$ cat config.mk
export PLATFORM = sky130hd
export DESIGN_NAME = vdt_ctrl
export DESIGN_NICKNAME = d
export VERILOG_FILES = /design/src/hw/rtl/vdt_pkg.sv /design/src/hw/rtl/vdt_ctrl.sv
export SDC_FILE = /design/constraint.sdc
export NUM_CORES = 1
export LEC_CHECK = 0
export BUFFER_PORTS_ARGS = -buffer_cell sky130_fd_sc_hd__clkbuf_2
export CORE_AREA = 4 4 41 43
export DETAILED_ROUTE_END_ITERATION = 8
export DIE_AREA = 0 0 45 47
export PLACE_DENSITY = 0.52
export SYNTH_ARGS = -nofsm -noshare
export SYNTH_HDL_FRONTEND = slang
export SYNTH_SLANG_ARGS = --single-unit
$ cat constraint.sdc
create_clock -name clk -period 3.42 [get_ports clk]
set_input_delay 0 -clock clk [delete_from_list [all_inputs] [get_ports clk]]
set_output_delay 0 -clock clk [all_outputs]
set_load 0.02 [all_outputs]
$ cat src/hw/rtl/vdt_pkg.sv
// ----------------------------------------------------------------------------
// vdt_pkg: shared types for the vertex deduplication table
// Request and response words, request codes, controller states and the
// command/status bundles that join the controller to the datapath.
// ----------------------------------------------------------------------------
package vdt_pkg;

	// Request codes
	localparam logic [1:0] REQ_LOOKUP = 2'd0;
	localparam logic [1:0] REQ_APPEND = 2'd1;
	localparam logic [1:0] REQ_MARK   = 2'd2;

	localparam int unsigned COORD_W = 32;
	localparam int unsigned VERT_W  = 3 * COORD_W;
	localparam int unsigned OUT_IW  = 12;

	typedef struct packed {
		logic [1:0]         req_type;
		logic [COORD_W-1:0] vert_x;
		logic [COORD_W-1:0] vert_y;
		logic [COORD_W-1:0] vert_z;
	} req_word_t;

	typedef struct packed {
		logic [OUT_IW-1:0] entry_index;
		logic              found;
		logic              store_full;
	} rsp_word_t;

	typedef enum logic [1:0] {
		ST_IDLE,
		ST_SCAN,
		ST_APPEND,
		ST_EMIT
	} ctrl_state_t;

	// Controller to datapath
	typedef struct packed {
		logic load;      // capture request, rewind scan pointer
		logic mark;      // search base takes the entry count
		logic scan;      // issue one store read
		logic append;    // write request at the entry count
		logic res_hit;   // result is the matching entry
		logic res_full;  // result is a full flag
		logic res_zero;  // result is all zero
		logic emit;      // move result to the output register
	} dp_cmd_t;

	// Datapath to controller
	typedef struct packed {
		logic match;     // read entry equals the request triple
		logic scan_end;  // all entries read, none outstanding
		logic full;      // store holds DEPTH entries
		logic out_free;  // output register can take a word
	} dp_status_t;

endpackage

$ cat src/hw/rtl/vdt_ctrl.sv
// ----------------------------------------------------------------------------
// vdt_ctrl: request sequencer
// Accepts one request at a time, steps the datapath through the scan,
// the append and the hand-off of the response word.
// ----------------------------------------------------------------------------
module vdt_ctrl (
	input  logic                clk,
	input  logic                arst_n,
	input  logic                req_valid,
	output logic                req_stall,
	input  logic [1:0]          req_type,
	input  vdt_pkg::dp_status_t status,
	output vdt_pkg::dp_cmd_t    cmd
);
	import vdt_pkg::*;

	ctrl_state_t state_q;
	ctrl_state_t state_nxt;

	// Hold the state
	always_ff @(posedge clk or negedge arst_n) begin
		if (!arst_n) begin
			state_q <= ST_IDLE;
		end else begin
			state_q <= state_nxt;
		end
	end

	assign req_stall = (state_q != ST_IDLE);

	// Advance the sequence and drive datapath commands
	always_comb begin
		state_nxt = state_q;
		cmd       = '0;
		unique case (state_q)
			ST_IDLE: begin
				if (req_valid) begin
					cmd.load = 1'b1;
					case (req_type)
						REQ_LOOKUP: state_nxt = ST_SCAN;
						REQ_APPEND: state_nxt = ST_APPEND;
						REQ_MARK: begin
							cmd.mark     = 1'b1;
							cmd.res_zero = 1'b1;
							state_nxt    = ST_EMIT;
						end
						default: begin
							cmd.res_zero = 1'b1;
							state_nxt    = ST_EMIT;
						end
					endcase
				end
			end
			ST_SCAN: begin
				cmd.scan = 1'b1;
				if (status.match) begin
					cmd.res_hit = 1'b1;
					state_nxt   = ST_EMIT;
				end else if (status.scan_end) begin
					state_nxt = ST_APPEND;
				end
			end
			ST_APPEND: begin
				if (status.full) begin
					cmd.res_full = 1'b1;
				end else begin
					cmd.append = 1'b1;
				end
				state_nxt = ST_EMIT;
			end
			ST_EMIT: begin
				if (status.out_free) begin
					cmd.emit  = 1'b1;
					state_nxt = ST_IDLE;
				end
			end
			default: state_nxt = ST_IDLE;
		endcase
	end

endmodule

After elaboration in Yosys (flattened, before gate mapping). Cells that the tools add are included.

Flip-flop bits (word level): 2. Output and inout port bits: 9. Word-level logic and storage cells: 35. Bits of input ports: 9.

Equal/unequal tests: 8. Mux-type cells: 21. Reductions and logical operators: 5.

Operator list (number): 1-bit two-way mux (13); 2-bit two-way mux (6); 2-bit case mux with 4 select lines (1); 2-bit == test (second input constant) (3); 2-bit by 1-bit == test with 1-bit output (second input constant) (2); 2-bit zero test (2); 2-bit inequality test (second input constant) (2); 2-bit case mux with 2 select lines (1); 3-bit inequality test (second input constant) (1); 3-bit AND reduction (1); 2-bit nonzero test (1); 2-bit OR reduction (1).

Longest topological paths before layout.
Depth in word-level cells: 5. Depth in mapped cells: 5. Depth with buffers taken out: 5.

Least setup slack after synthesis. Ideal clock, no wire load.

Kind: register to register. Start: register state_q[1]. End: register state_q[1]. Setup time: 0.128 ns. Period minus slack after synthesis: 1.557 ns. Arrival time: 1.429 ns. Path buffers: 0. Setup slack: 1.863 ns. Cell stages (with the launch flop): 6. Data required time: 3.292 ns. Path through: dfrtp_1 inv_1 ha_1 nor3b_1 a221oi_2 mux2_1.

Word-level cells in the longest chain between the ends: 3. Elaborated cells on any way between the ends: 9. Those cells by class: eq/ne (6); mux (1); reduce/logical (2).

Ends and longest elaborated chain: from (decl) (line vdt_ctrl.sv:17) `ctrl_state_t state_q;`; from (signal assigned) (line vdt_ctrl.sv:25) `state_q <= state_nxt;`; 2-bit by 1-bit == test with 1-bit output, or another cell as far along (line vdt_ctrl.sv:35) `unique case (state_q)`; 3-bit inequality test (no source line) / 2-bit inequality test (equally long branches); 3-bit AND reduction (no source line).

Parallel ways exist; a longest one is shown, timed or not. A chain may end at the register's enable or synchronous reset.

Worst setup path in the final report. Ends and elaborated chain as after synthesis.

==> results.sh <==
export IMPL_total_leakage_power_nw=0.222
export IMPL_timing_max_cap_violations=0
export IMPL_timing_worst_slew_pin_value_ns=0.289
export IMPL_global_route_usage_met2=0.107
export IMPL_detailroute_via_count=245
export IMPL_netlist_cell_type_count=14
export IMPL_final_setup_tns_ns=0
export IMPL_synth_seq_cells=2
export IMPL_first_global_vias=258
export IMPL_timing_fmax_mhz=636
export IMPL_run_status="finished, final reports clean"
export IMPL_drt_iter0_markers=0
export IMPL_grt_use_met1=0.0658
export IMPL_postCtsResizedCells=0
export IMPL_yosysTopAreaCell="ha_1"
export IMPL_biggest_register="state_q"
export IMPL_end_kind="register"
export IMPL_worstPathCellList="inv_1 > ha_1 > nor3b_1 > a221oi_2 > mux2_1"
export IMPL_layout_top_registers="state_q: 2 flops"
export IMPL_number_of_detailed_routing_iterations_run_before_antenna_repair=1
export IMPL_rsz0062_at_grt="false"
export IMPL_post_synth_top_area_fraction=0.259
export IMPL_path_buf_inv=1
export IMPL_pre_cts_slack_ns=1.82
export IMPL_place_detailed_hpwl_um=496
export IMPL_top_post_synthesis_cells_by_count="ha_1 (5), inv_1 (5), and2_1 (3), nor2_1 (3)"
export IMPL_number_of_flip_flops_in_the_largest_register=2
export IMPL_tritoncts_num_buffers=3
export IMPL_ant_nets=0
export IMPL_vias_per_cell=3.83
export IMPL_synth_flop_cell="dfrtp_1"
export IMPL_core_rowCount=13
export IMPL_synth_seq_area_share=0.207
export IMPL_syn_nets=42
export IMPL_sw_frac_of_total=0.467
export IMPL_grt_remaining_overflow=0
export IMPL_fin_skew_ns=0.00347
export IMPL_clock_tree_from_tritoncts="yes"
export IMPL_share_seq_of_total_power=0.159
export IMPL_drive_gt1_frac=0.429
export IMPL_synthesized_instance_count=28
export IMPL_hold_viol_final=0
export IMPL_numPortBuffers=17
export IMPL_timing_critical_path_max_delay_family="flip-flops"
export IMPL_pwr_share_clk=0.168
export IMPL_die_area_sq_um=2120
export IMPL_weighted_congestion_reported_at_the_end_of_routability_driven_placement=0.655
export IMPL_areaGrowthSynthToFinish_pct=56.5
export IMPL_grt_most_used_layer="met2"
export IMPL_switchingPower_w=0.000144
export IMPL_initial_core_utilization=0.186
export IMPL_pin_count_of_the_biggest_net_entering_global_routing=5
export IMPL_crit_required_ns=3.52
export IMPL_synth_warnings=0
export IMPL_arrival_ns=1.67
export IMPL_cts_path_max_buffers=2
export IMPL_synth_area_per_cell_sq_um=8.62
export IMPL_power_ir_vdd_worst_mv=0.258
export IMPL_period_share=0.460
export IMPL_setup_ws_ns=1.85
export IMPL_top_level_ports=18
export IMPL_comb_power_share=0.673
export IMPL_synth_enable_flop_cells=0
export IMPL_grt_first_pass_wirelength_um=979
export IMPL_worst_path_max_fanout=4
export IMPL_core_area_sq_um=1300
export IMPL_max_stage_delay_ns=0.38
export IMPL_cts_hold_buffers_added=1
export IMPL_fin_util=0.290
export IMPL_internal_power_w=0.000164
export IMPL_mappedNetlistArea_sq_um=241
export IMPL_insertion_delay_ns=0.22
export IMPL_p_per_area_nw_per_um2=816
export IMPL_worstSetupPathType="reg2reg"
export IMPL_drc=0
export IMPL_num_antenna_cells=0
export IMPL_layout_nets=65
export IMPL_final_max_slew_viol_count=0
export IMPL_proportion_of_synthesized_flip_flops_having_asynchronous_set_or_reset=1.00
export IMPL_finalSetupViolations=0
export IMPL_cts_num_sinks=2
export IMPL_cts_htree_levels=1
export IMPL_grt_use_total=0.0647
export IMPL_clkSlewWorstSetupHoldPaths_ns=0.03
export IMPL_ys_top_cells_by_area="ha_1 (26%), dfrtp_1 (21%), and2_1 (7.8%)"
export IMPL_drt_wirelength_per_cell_um=9.06
export IMPL_final_period_minus_worst_setup_slack_ns=1.57
export IMPL_max_slew_margin=0.807
export IMPL_die_width_um=45
export IMPL_met3_usage=0.0230
export IMPL_crit_path_start_kind="register"
export IMPL_grt_antenna_before_repair=0
export IMPL_drt_total_wl_um=580
export IMPL_postCtsSetupBuffers=0
export IMPL_die_height_um=47
export IMPL_clock_tree_root_cell="clkbuf_4"
export IMPL_post_layout_total_power_w=0.000308
export IMPL_hold_path_class="in2async"
export IMPL_cp_slowest_cell="dfrtp_1"
-- cells in the final DEF (no fill, tap or decap), types with 2 or more instances in the layout --
master	Yosys	layout
dfrtp_1	2	2
nor2b_1	2	2
ha_1	5	5
and2_1	3	3
clkbuf_2	0	17
clkbuf_4	0	3
inv_1	5	5
nor2_1	3	3
-- power groups by stage --
stage	clock network [W]	registers, W	logic, W
finish	0.0000520	0.0000490	0.000207
global route	0.0000562	0.0000520	0.000234
CTS	0.0000564	0.0000496	0.000214
detailed placement	0	0.0000498	0.000213
global placement	0	0.0000498	0.000206
floorplan	0	0.0000464	0.000155
-- cells by family after synthesis --
| family | after synthesis | synth area share |
|---|---|---|
| adder cells (fa/ha/maj) | 5 | 0.259 |
| multiplexers | 2 | 0.0881 |
| buffers and inverters | 5 | 0.0777 |
| AND/OR/NAND/NOR | 11 | 0.249 |
| flip-flops | 2 | 0.207 |
| AO/OA/AOI/OAI | 3 | 0.119 |
-- layer usage --
metal  wire length [um]  vias up  part of all wire
met3                 59        0              0.10
li1                   -      134                 -
met1                243      101              0.42
met2                276       10              0.48
met4                  0        0                 0
met5                  0        -                 0
-- layout make-up --
type                            count  area [sq um]
Sequential cell                     2          50.0
Inverter                            5          18.8
Clock buffer                        3          22.5
Timing Repair Buffer               18          95.1
Multi-Input combinational cell     21           173
Fill cell                         141           923
Tap cell                           15          18.8
-- through the flow --
step	instances	area, sq um	hold WS, ns
after CTS	64	378	0.0797
after global placement	60	345	-0.211
after detailed placement	60	345	-0.213
final	64	378	0.0960
after global routing	64	378	0.120
after floorplan	28	241	-0.296
-- path summary, 6_finish.rpt --
kind	startpoint	end	slack, ns	depth (start not counted)
setup / recovery	state_q[1]	state_q[1]	1.85	5
hold / removal	arst_n	state_q[1]	0.1	2
setup reg to reg	state_q[1]	state_q[1]	1.85	5
hold reg to reg	state_q[1]	state_q[1]	0.57	1
max in group asynchronous	arst_n	state_q[0]	3.22	2
min in group clk	req_type[1]	state_q[0]	0.13	3
No activity file was read; power rests on OpenSTA's default activity.
